<file path="src/hdl/xcfr_pkg.sv">
// Shared types and constants for the XOR-checked frame reassembler.
`default_nettype none
package xcfr_pkg;

    // Framing bytes
    localparam logic [7:0] START_BYTE = 8'h27;
    localparam logic [7:0] DIR_BYTE   = 8'h01;
    localparam logic [7:0] TAIL_BYTE  = 8'hFB;

    // Result kinds
    localparam logic KIND_PAYLOAD = 1'b0;
    localparam logic KIND_EOF     = 1'b1;

    // End-of-frame status codes
    localparam logic [1:0] STATUS_MORE   = 2'd0;
    localparam logic [1:0] STATUS_DONE   = 2'd1;
    localparam logic [1:0] STATUS_REJECT = 2'd2;

    // Operation queue between parser and output stage
    localparam int Q_DEPTH = 4;
    localparam int Q_AW    = $clog2(Q_DEPTH);

    // Output data word width (58 field bits padded to whole bytes)
    localparam int OUT_DW = 64;

    // One classified operation from the parser
    typedef struct packed {
        logic        kind;
        logic [7:0]  data;
        logic [1:0]  status;
        logic [15:0] command;
        logic [7:0]  payload_length;
        logic [7:0]  frame_number;
        logic [7:0]  frame_total;
    } t_op;

    // Push side of the operation queue
    typedef struct packed {
        logic valid;
        t_op  op;
    } t_push;

    // Pop side of the operation queue
    typedef struct packed {
        logic valid;
        t_op  op;
    } t_head;

endpackage
`default_nettype wire

</file>
<file path="src/hdl/xcfr_front.sv">
// Frame parser: walks the byte stream and turns payload and tail bytes into operations.
`default_nettype none
module xcfr_front (
    input  wire logic          i_clk,
    input  wire logic          i_rst_n,
    input  wire logic          i_valid,
    output logic               o_ready,
    input  wire logic [7:0]    i_byte,
    input  wire logic          i_q_full,
    output xcfr_pkg::t_push    o_push
);
    import xcfr_pkg::*;

    typedef enum logic [3:0] {
        S_HUNT, S_DIR, S_CMDH, S_CMDL, S_LEN,
        S_PAYLOAD, S_FID, S_FCNT, S_CHECK, S_TAIL
    } t_state;

    t_state      r_state, n_state;
    logic [15:0] r_cmd, n_cmd;
    logic [7:0]  r_len, n_len;
    logic [7:0]  r_seen, n_seen;
    logic [7:0]  r_xor, n_xor;
    logic [7:0]  r_fid, n_fid;
    logic [7:0]  r_fcnt, n_fcnt;
    logic        r_chk, n_chk;
    logic        w_acc;
    logic [7:0]  w_seen_inc;
    logic [1:0]  w_status;

    assign o_ready    = !i_q_full;
    assign w_acc      = i_valid && !i_q_full;
    assign w_seen_inc = r_seen + 8'd1;

    // Grade the frame at the tail byte
    always_comb begin
        if (r_chk && i_byte == TAIL_BYTE) begin
            w_status = (r_fid == r_fcnt) ? STATUS_DONE : STATUS_MORE;
        end else begin
            w_status = STATUS_REJECT;
        end
    end

    // Next parser state and frame fields
    always_comb begin
        n_state = r_state;
        n_cmd   = r_cmd;
        n_len   = r_len;
        n_seen  = r_seen;
        n_xor   = r_xor;
        n_fid   = r_fid;
        n_fcnt  = r_fcnt;
        n_chk   = r_chk;
        case (r_state)
            S_HUNT: begin
                if (i_byte == START_BYTE) n_state = S_DIR;
            end
            S_DIR: begin
                if (i_byte == DIR_BYTE) begin
                    n_xor   = i_byte;
                    n_state = S_CMDH;
                end else if (i_byte != START_BYTE) begin
                    n_state = S_HUNT;
                end
            end
            S_CMDH: begin
                n_cmd   = {i_byte, r_cmd[7:0]};
                n_xor   = r_xor ^ i_byte;
                n_state = S_CMDL;
            end
            S_CMDL: begin
                n_cmd   = {r_cmd[15:8], i_byte};
                n_xor   = r_xor ^ i_byte;
                n_state = S_LEN;
            end
            S_LEN: begin
                n_len   = i_byte;
                n_seen  = 8'd0;
                n_xor   = r_xor ^ i_byte;
                n_state = (i_byte == 8'd0) ? S_FID : S_PAYLOAD;
            end
            S_PAYLOAD: begin
                n_seen = w_seen_inc;
                n_xor  = r_xor ^ i_byte;
                if (w_seen_inc == r_len) n_state = S_FID;
            end
            S_FID: begin
                n_fid   = i_byte;
                n_xor   = r_xor ^ i_byte;
                n_state = S_FCNT;
            end
            S_FCNT: begin
                n_fcnt  = i_byte;
                n_xor   = r_xor ^ i_byte;
                n_state = S_CHECK;
            end
            S_CHECK: begin
                n_chk   = (i_byte == r_xor);
                n_state = S_TAIL;
            end
            S_TAIL: begin
                n_state = S_HUNT;
            end
            default: begin
                n_state = S_HUNT;
            end
        endcase
    end

    // Build the operation for payload and tail bytes
    always_comb begin
        o_push.valid              = w_acc && (r_state == S_PAYLOAD || r_state == S_TAIL);
        o_push.op.command         = r_cmd;
        o_push.op.payload_length  = r_len;
        if (r_state == S_TAIL) begin
            o_push.op.kind         = KIND_EOF;
            o_push.op.data         = 8'd0;
            o_push.op.status       = w_status;
            o_push.op.frame_number = r_fid;
            o_push.op.frame_total  = r_fcnt;
        end else begin
            o_push.op.kind         = KIND_PAYLOAD;
            o_push.op.data         = i_byte;
            o_push.op.status       = STATUS_MORE;
            o_push.op.frame_number = 8'd0;
            o_push.op.frame_total  = 8'd0;
        end
    end

    // Advance on each accepted item
    always_ff @(posedge i_clk) begin
        if (!i_rst_n) begin
            r_state <= S_HUNT;
            r_cmd   <= '0;
            r_len   <= '0;
            r_seen  <= '0;
            r_xor   <= '0;
            r_fid   <= '0;
            r_fcnt  <= '0;
            r_chk   <= 1'b0;
        end else if (w_acc) begin
            r_state <= n_state;
            r_cmd   <= n_cmd;
            r_len   <= n_len;
            r_seen  <= n_seen;
            r_xor   <= n_xor;
            r_fid   <= n_fid;
            r_fcnt  <= n_fcnt;
            r_chk   <= n_chk;
        end
    end

endmodule
`default_nettype wire

</file>
<file path="src/hdl/xcfr_queue.sv">
// Short FIFO of parsed operations between the parser and the output stage.
`default_nettype none
module xcfr_queue (
    input  wire logic          i_clk,
    input  wire logic          i_rst_n,
    input  wire xcfr_pkg::t_push i_push,
    output logic               o_full,
    output xcfr_pkg::t_head    o_head,
    input  wire logic          i_pop
);
    import xcfr_pkg::*;

    t_op             r_mem [Q_DEPTH];
    logic [Q_AW-1:0] r_wr_ptr;
    logic [Q_AW-1:0] r_rd_ptr;
    logic [Q_AW:0]   r_count;
    logic            w_do_push;
    logic            w_do_pop;

    assign o_full       = (r_count == (Q_AW+1)'(Q_DEPTH));
    assign o_head.valid = (r_count != '0);
    assign o_head.op    = r_mem[r_rd_ptr];
    assign w_do_push    = i_push.valid && !o_full;
    assign w_do_pop     = i_pop && o_head.valid;

    // Store pushed operations
    always_ff @(posedge i_clk) begin
        if (w_do_push) r_mem[r_wr_ptr] <= i_push.op;
    end

    // Advance pointers and occupancy
    always_ff @(posedge i_clk) begin
        if (!i_rst_n) begin
            r_wr_ptr <= '0;
            r_rd_ptr <= '0;
            r_count  <= '0;
        end else begin
            if (w_do_push) r_wr_ptr <= r_wr_ptr + 1'b1;
            if (w_do_pop)  r_rd_ptr <= r_rd_ptr + 1'b1;
            case ({w_do_push, w_do_pop})
                2'b10:   r_count <= r_count + 1'b1;
                2'b01:   r_count <= r_count - 1'b1;
                default: r_count <= r_count;
            endcase
        end
    end

endmodule
`default_nettype wire

</file>
<file path="src/hdl/xcfr_back.sv">
// Output stage: assigns reassembly offsets and holds the result register.
`default_nettype none
module xcfr_back (
    input  wire logic                          i_clk,
    input  wire logic                          i_rst_n,
    input  wire xcfr_pkg::t_head               i_head,
    output logic                               o_pop,
    output logic                               o_valid,
    input  wire logic                          i_ready,
    output logic [xcfr_pkg::OUT_DW-1:0]        o_data,
    output logic                               o_kind
);
    import xcfr_pkg::*;

    logic              r_valid;
    logic [7:0]        r_wpos, n_wpos;
    logic [OUT_DW-1:0] r_data, n_data;
    logic              r_kind;
    logic [7:0]        w_offset;

    assign o_pop    = i_head.valid && (!r_valid || i_ready);
    assign o_valid  = r_valid;
    assign o_data   = r_data;
    assign o_kind   = r_kind;
    assign w_offset = (i_head.op.kind == KIND_PAYLOAD) ? r_wpos : 8'd0;

    // Next write position and packed result word
    always_comb begin
        n_wpos = r_wpos;
        if (i_head.op.kind == KIND_PAYLOAD) begin
            n_wpos = r_wpos + 8'd1;
        end else if (i_head.op.status == STATUS_DONE) begin
            n_wpos = 8'd0;
        end
        n_data = {6'd0,
                  i_head.op.frame_total,
                  i_head.op.frame_number,
                  i_head.op.payload_length,
                  i_head.op.command,
                  i_head.op.status,
                  w_offset,
                  i_head.op.data};
    end

    // Load a result when the register is free or being drained
    always_ff @(posedge i_clk) begin
        if (!i_rst_n) begin
            r_valid <= 1'b0;
            r_wpos  <= '0;
        end else begin
            if (o_pop) begin
                r_valid <= 1'b1;
                r_wpos  <= n_wpos;
            end else if (i_ready) begin
                r_valid <= 1'b0;
            end
        end
    end

    // Result payload, no reset needed
    always_ff @(posedge i_clk) begin
        if (o_pop) begin
            r_data <= n_data;
            r_kind <= i_head.op.kind;
        end
    end

endmodule
`default_nettype wire

</file>
<file path="src/hdl/xor_checked_frame_reassembler.sv">
// Top level of the XOR-checked frame reassembler.
//
//  channel  | dir | tdata                                              | tuser
//  ---------+-----+----------------------------------------------------+------
//  s_axis   | in  | [7:0] rx_byte                                      | -
//  m_axis   | out | [7:0] data, [15:8] offset, [17:16] status,         | kind
//           |     | [33:18] command, [41:34] payload_length,           |
//           |     | [49:42] frame_number, [57:50] frame_total, 0 pad   |
//
// One byte is taken per cycle while the queue has room; the parser registers its state
// on each accepted byte. A result is offered on m_axis once its byte is accepted, its
// operation is written into the four-entry operation queue and then loaded into the
// output register, which takes it only while that register is empty or being drained.
// Reset (synchronous, active low) returns the parser to hunting and empties the queue.
// s_axis stalls only while the queue is full, so four results wait in the queue behind
// the one held in a stalled output register before input backpressure appears.
`default_nettype none
module xor_checked_frame_reassembler (
    input  wire logic                          i_clk,
    input  wire logic                          i_rst_n,
    input  wire logic                          i_s_axis_tvalid,
    output logic                               o_s_axis_tready,
    input  wire logic [7:0]                    i_s_axis_tdata,  // [7:0] rx_byte
    output logic                               o_m_axis_tvalid,
    input  wire logic                          i_m_axis_tready,
    // [7:0] data, [15:8] offset, [17:16] status, [33:18] command,
    // [41:34] payload_length, [49:42] frame_number, [57:50] frame_total
    output logic [xcfr_pkg::OUT_DW-1:0]        o_m_axis_tdata,
    output logic                               o_m_axis_tuser   // [0] kind
);
    import xcfr_pkg::*;

    t_push w_push;
    t_head w_head;
    logic  w_full;
    logic  w_pop;

    // Parse incoming bytes
    xcfr_front u_front (
        .i_clk    (i_clk),
        .i_rst_n  (i_rst_n),
        .i_valid  (i_s_axis_tvalid),
        .o_ready  (o_s_axis_tready),
        .i_byte   (i_s_axis_tdata),
        .i_q_full (w_full),
        .o_push   (w_push)
    );

    // Buffer classified operations
    xcfr_queue u_queue (
        .i_clk   (i_clk),
        .i_rst_n (i_rst_n),
        .i_push  (w_push),
        .o_full  (w_full),
        .o_head  (w_head),
        .i_pop   (w_pop)
    );

    // Assign offsets and drive results
    xcfr_back u_back (
        .i_clk   (i_clk),
        .i_rst_n (i_rst_n),
        .i_head  (w_head),
        .o_pop   (w_pop),
        .o_valid (o_m_axis_tvalid),
        .i_ready (i_m_axis_tready),
        .o_data  (o_m_axis_tdata),
        .o_kind  (o_m_axis_tuser)
    );

endmodule
`default_nettype wire

</file>
<file path="config.mk">
export PLATFORM = sky130hd
export DESIGN_NAME = xor_checked_frame_reassembler
export DESIGN_NICKNAME = d
export VERILOG_FILES = /design/src/hdl/xcfr_pkg.sv /design/src/hdl/xcfr_front.sv /design/src/hdl/xcfr_queue.sv /design/src/hdl/xcfr_back.sv /design/src/hdl/xor_checked_frame_reassembler.sv
export SDC_FILE = /design/constraint.sdc
export NUM_CORES = 1
export LEC_CHECK = 0
export BUFFER_PORTS_ARGS = -buffer_cell sky130_fd_sc_hd__buf_2
export CORE_UTILIZATION = 48
export CTS_BUF_LIST = sky130_fd_sc_hd__clkbuf_16
export DETAILED_ROUTE_END_ITERATION = 10
export HOLD_SLACK_MARGIN = 0.12
export PLACE_DENSITY_LB_ADDON = 0.2
export SLEW_MARGIN = 25
export SYNTH_ARGS = -nofsm -noshare
export SYNTH_HDL_FRONTEND = slang
export SYNTH_SLANG_ARGS = --single-unit
</file>
<file path="constraint.sdc">
create_clock -name i_clk -period 9.6 [get_ports i_clk]
set_input_delay 0.96 -clock i_clk [delete_from_list [all_inputs] [get_ports i_clk]]
set_output_delay 0.96 -clock i_clk [all_outputs]
set_load 0.05 [all_outputs]
</file>
* Yosys cells after proc, flatten, opt, wreduce, memory -nomap -nowiden *
Memory sizes are Yosys's and may differ from the RTL's. A register that Yosys moved wholly into a read port is not among the register bits.
Index checks and enable logic that the tools add are counted.

storage, ports and cells
  logic and storage cells = 103
  flip-flop bits (word level) = 136
  RAM bits = 204
  memories kept = 1
  output and inout port bits = 67
  bits of input ports = 12

memories
  name           depth  bits a word  rd ports  clocked after Yosys merged registers in  write ports  RTL line          text
  u_queue.r_mem  4      51           1         1                                        1            xcfr_queue.sv:13  t_op r_mem [Q_DEPTH];

operators by class
  add/subtract/negate cells = 6
  mux-type cells = 23
  bitwise logic cells = 3
  equal/unequal tests = 25
  reductions and logical operators = 28

operators with widths
  cell                                                                     number
  4-bit case mux with 9 select lines                                       1
  16-bit case mux with 2 select lines                                      1
  8-bit case mux with 2 select lines                                       2
  8-bit equality test                                                      3
  8-bit two-way mux                                                        3
  8-bit by 1-bit adder with 8-bit output, second input constant            2
  4-bit by 3-bit equality test with 1-bit output, second input constant    4
  16-bit two-way mux                                                       1
  4-bit two-way mux                                                        4
  2-bit AND reduction                                                      6
  11-bit two-way mux                                                       1
  3-bit AND reduction                                                      3
  4-bit by 2-bit equality test with 1-bit output, second input constant    2
  4-bit equality test, second input constant                               2
  8-bit by 1-bit equality test with 1-bit output, second input constant    1
  8-bit by 6-bit equality test with 1-bit output, second input constant    1
  8-bit equality test, second input constant                               1
  8-bit logical NOT                                                        1
  2-bit two-way mux                                                        4
  8-bit by 6-bit inequality test with 1-bit output, second input constant  1
  2-bit nonzero test                                                       4
  8-bit bitwise XOR                                                        1
  1-bit logical AND                                                        6
  2-bit by 1-bit inequality test with 1-bit output, second input constant  3
  other kinds (18)                                                         27

* Depth between registers and ports, before layout *
  word-level depth = 7
  depth in mapped cells = 12
  gate-level depth less buffers = 10

* By module *
Synthesis repeated with hierarchy kept, for this count alone.

unflattened totals
  cell total of the unflattened synthesis = 840
  area total of the unflattened synthesis = 13643.1 sq um

modules (own cells, without submodules)
  module      cells an instance  instances  area an instance (sq um)  seq. area each (sq um)
  xcfr_queue  319                1          7916.3                    6306.0
  xcfr_front  397                1          3397.0                    1221.2
  xcfr_back   124                1          2329.7                    1951.9

* Least setup slack after synthesis *
OpenSTA, ideal clock, no wires.

  path kind = input -> register
  start = input port i_m_axis_tready
  end = register u_queue.r_count[2]
  data arrival time = 4009 ps
  required time = 9524 ps
  stages = 9
  library setup time = 76 ps
  path slack = 5516 ps
  cells stage by stage = nand2b_1 nand2_1 inv_1 ha_1 inv_1 fa_1 xor2_1 or3_1 a21boi_0

on the way
  longest elaborated chain between the ends = 5
  elaborated cells on any way between the ends = 7
  classes of those cells = eq/ne (2); mux (1); reduce/logical (4)

RTL lines
  item                                                                                          RTL line                             text
  start: declaration                                                                            xor_checked_frame_reassembler.sv:25  input wire logic i_m_axis_tready,
  1-bit logical OR (*)                                                                          xcfr_back.sv:21                      assign o_pop = i_head.valid && (!r_valid || i_ready);
  1-bit logical AND (*)                                                                         xcfr_back.sv:21
  named net u_back.o_pop                                                                        xcfr_back.sv:7                       output logic o_pop,
  1-bit logical AND (*)                                                                         xcfr_queue.sv:24                     assign w_do_pop = i_pop && o_head.valid;
  2-bit by 1-bit equality test with 1-bit output / 2-bit equality test (equally long branches)  xcfr_queue.sv:40                     case ({w_do_push, w_do_pop})
  3-bit case mux with 2 select lines / 2-bit nonzero test (equally long branches)               n/a
  end signal: assignment                                                                        xcfr_queue.sv:41                     2'b10: r_count <= r_count + 1'b1;
  end signal: assignment                                                                        xcfr_queue.sv:42                     2'b01: r_count <= r_count - 1'b1;
  end signal: assignment                                                                        xcfr_queue.sv:43                     default: r_count <= r_count;
  end: declaration                                                                              xcfr_queue.sv:16                     logic [Q_AW:0] r_count;

The timed path passes the listed nets; every way through them passes the cells marked *.
A chain may end at the register's enable or synchronous reset.

==> impl_metrics.ini <==
[routing]
via_count = 6982
drt_iter0_drc = 445
totalWireLength_um = 24600
met3WireLength_um = 869
wl_per_cell_um = 18.8
route.met2.wl_um = 11700
highest_layer = met4
postRouteAntennaNets = 0
vias_per_cell = 5.35
drc = 0
met1Wirelength_um = 11500
firstDrtPassIters = 5

[power]
p_int_mw = 2.31
p_leak_nw = 5.25
power_density_mw_per_mm2 = 188
pwr-share-clk = 0.440
total_power_mw = 2.88
ir_worst_vdd_v = 0.0000914
swShare = 0.197
pwr-share-comb = 0.012
p_sw_mw = 0.567
pwr-share-seq = 0.547

[setup_path]
worstSetupEndpointType = flip-flop
worstPathRequired_ps = 9980
cp.arrival_ps = 3160
reg2reg_depth = 5
setup.worst_path.start_class = flip-flop
path_max_fanout = 29
worstReg2RegEnd = u_back.r_wpos[4]
critical_path_class = reg2reg
rrSetupSlack_ps = 6820

[logic_synthesis]
synth_area_mm2 = 0.0136
ys_ff_latch = 342
ys_warn_count = 0
synth-edff-count = 263
syn_inst = 832
yosysUniqueCellTypes = 63
synth-main-ff-cell = edfxtp_1
syn_avg_cell_area_um2 = 16.3
seq_area_frac_synth = 0.698
async_flop_share = 0

[clocking]
cts-resized-gates = 0
cts_buffers = 36
cts_tree = done
cts_setup_buffers = 0
root_buffer = clkbuf_16
clock_latency_ps = 510
clockBufferDepth = 3
clkSlewWorstSetupHoldPaths_ps = 60
cts_hold_buf = 0
cts.sinks = 342
h-tree-depth = 2

[die]
fp.dieH_um = 170
die_w_um = 170
fp-row-count = 61
initial_core_util = 0.489
fp.dieArea_mm2 = 0.0290
ios = 79
core_area_mm2 = 0.0278

[sta]
fin_crit_sh = 0.290
rsz0062_at_grt = false
fmax_ghz = 0.359
relSlewSlack = 0.325
period_needed_ps = 2780
setup-violations-final = 0
holdWs_ps = 513
fin_skew_ps = 8.77
hold_viol = 0
maxSlewViolCount = 0
fin_tns_setup_ps = 0
worst_pin_slew_ps = 1010

[global_routing]
grt_pass1_wl_um = 38500
grt_start_max_net_pins = 81
first_global_vias = 6767
antenna_found_initial = 0
grt-ovfl-total = 0
grtUsageTotal = 0.176

[run_status]
status = complete, no violations

[cells_and_area]
regArea_mm2 = 0.00949
fillers = 2269
multi_input_area_mm2 = 0.00385
mostFrequentLayoutCells = 263 x edfxtp_1, 77 x dfxtp_1, 72 x buf_2
finalNetCount = 920
drive_gt1_frac = 0.217
final_core_util = 0.552
n_antenna_cell = 0
layout_commonest_cell = edfxtp_1
area_growth_pct = 12.8

[job]
maxCapViolations = 0

[hold_path]
worstHoldStart = u_front.r_cmd[5]
hp-class = reg2reg
hold_path_end = u_queue.r_mem[1][29]
hold-path-cell-count = 0

[placement]
place_hpwl_um = 13700
place.gp.congestion = 0.747
numPortBuffers = 72
## state kept, by name, summed over array words and instances (netlist names), 2 cells and up, named ones only
register / cells
u_back.r_wpos: 8
u_front.r_seen: 8
u_front.r_state: 4
u_queue.r_rd_ptr: 2
u_front.r_fcnt: 8
u_front.r_len: 8
u_queue.r_wr_ptr: 2
u_back.o_data: 58
u_front.r_fid: 8
u_queue.r_count: 3
u_queue.r_mem: 204
u_front.r_cmd: 16
u_front.r_xor: 8
## metal layers
| layer | vias to the layer above | GRT usage |
|---|---|---|
| li1 | 3301 | - |
| met5 | - | 0 |
| met1 | 3509 | 0.251 |
| met4 | 0 | 0.0548 |
| met2 | 132 | 0.276 |
| met3 | 40 | 0.0307 |
## kinds of logic (layout without fill, tap and decap cells)
kind of cell,after synthesis,in the layout,share of synthesized area
AND/OR/NAND/NOR,207,207,0.0935
other,1,6,0.000276
adder cells (fa/ha/maj),8,8,0.00792
AO/OA/AOI/OAI,90,90,0.0458
buffers and inverters,64,155,0.0227
multiplexers,86,86,0.110
flip-flops,342,342,0.698
XOR/XNOR,34,34,0.0219
## final cells by class
type                            count  share of cell area
Inverter                           13             0.00318
Multi-Input combinational cell    431               0.251
Clock inverter                     29              0.0101
Tap cell                          378              0.0309
Sequential cell                   342               0.619
Clock buffer                       37              0.0604
Timing Repair Buffer               76              0.0255
## through the flow
stage	std cells	setup slack (ps)	instance area, um^2
3_5_place_dp	1240	6660	14200
2_1_floorplan	837	5520	13600
6_report	1306	6820	15300
4_1_cts	1306	6670	15300
3_3_place_gp	1240	6700	14200
5_1_grt	1306	6500	15300
## worst max-delay path: stages (launching register included)
cell and delay, ps:
dfxtp_4 680, buf_4 610, mux4_2 600, nand2b_4 220
o31ai_2 440, nor2_1 100
## how the worst max path moves through the flow
stage	end	start	slack, ps
finish	u_back.r_wpos[4]	flip-flop	6820
global route	u_back.r_wpos[4]	flip-flop	6500
CTS	u_back.r_wpos[4]	flip-flop	6670
detailed placement	u_queue.r_count[2]	i_m_axis_tready	6660
global placement	u_queue.r_count[2]	i_m_axis_tready	6700
floorplan	u_queue.r_count[2]	i_m_axis_tready	5520
## Yosys cell counts (4+ instances only)
| master | instances | area, um^2 |
|---|---|---|
| a31oi_1 | 5 | 31.3 |
| buf_4 | 10 | 75.1 |
| a21boi_0 | 16 | 120 |
| or3_1 | 4 | 25.0 |
| ha_1 | 7 | 87.6 |
| o21a_1 | 4 | 30.0 |
| nand4b_1 | 4 | 35.0 |
| mux2i_1 | 35 | 350 |
| nand2_1 | 24 | 90.1 |
| clkbuf_1 | 24 | 90.1 |
| dfxtp_1 | 79 | 1580 |
| nand4_1 | 6 | 37.5 |
| o21ai_0 | 26 | 130 |
| xnor2_1 | 28 | 245 |
| and3_1 | 5 | 31.3 |
| and2_1 | 37 | 231 |
| and4_1 | 6 | 52.6 |
| buf_2 | 12 | 60.1 |
| a21oi_1 | 12 | 60.1 |
| inv_1 | 12 | 45.0 |
| xor2_1 | 6 | 52.6 |
| nor2b_1 | 55 | 344 |
| nand3_1 | 15 | 75.1 |
| edfxtp_1 | 263 | 7900 |
| a32o_1 | 7 | 70.1 |
| nor2_1 | 19 | 71.3 |
| mux4_2 | 51 | 1150 |
| nor3_1 | 8 | 40.0 |
| a211oi_2 | 4 | 50.1 |
## power groups by stage
stage	logic [mW]	registers, mW	clock network, mW
5_1_grt	0.0387	1.57	1.35
6_report	0.0357	1.58	1.27
3_3_place_gp	0.0359	1.61	0
4_1_cts	0.0362	1.58	1.30
3_5_place_dp	0.0360	1.61	0
2_1_floorplan	0.0270	1.61	0
Power figures use the tool's default switching activity.
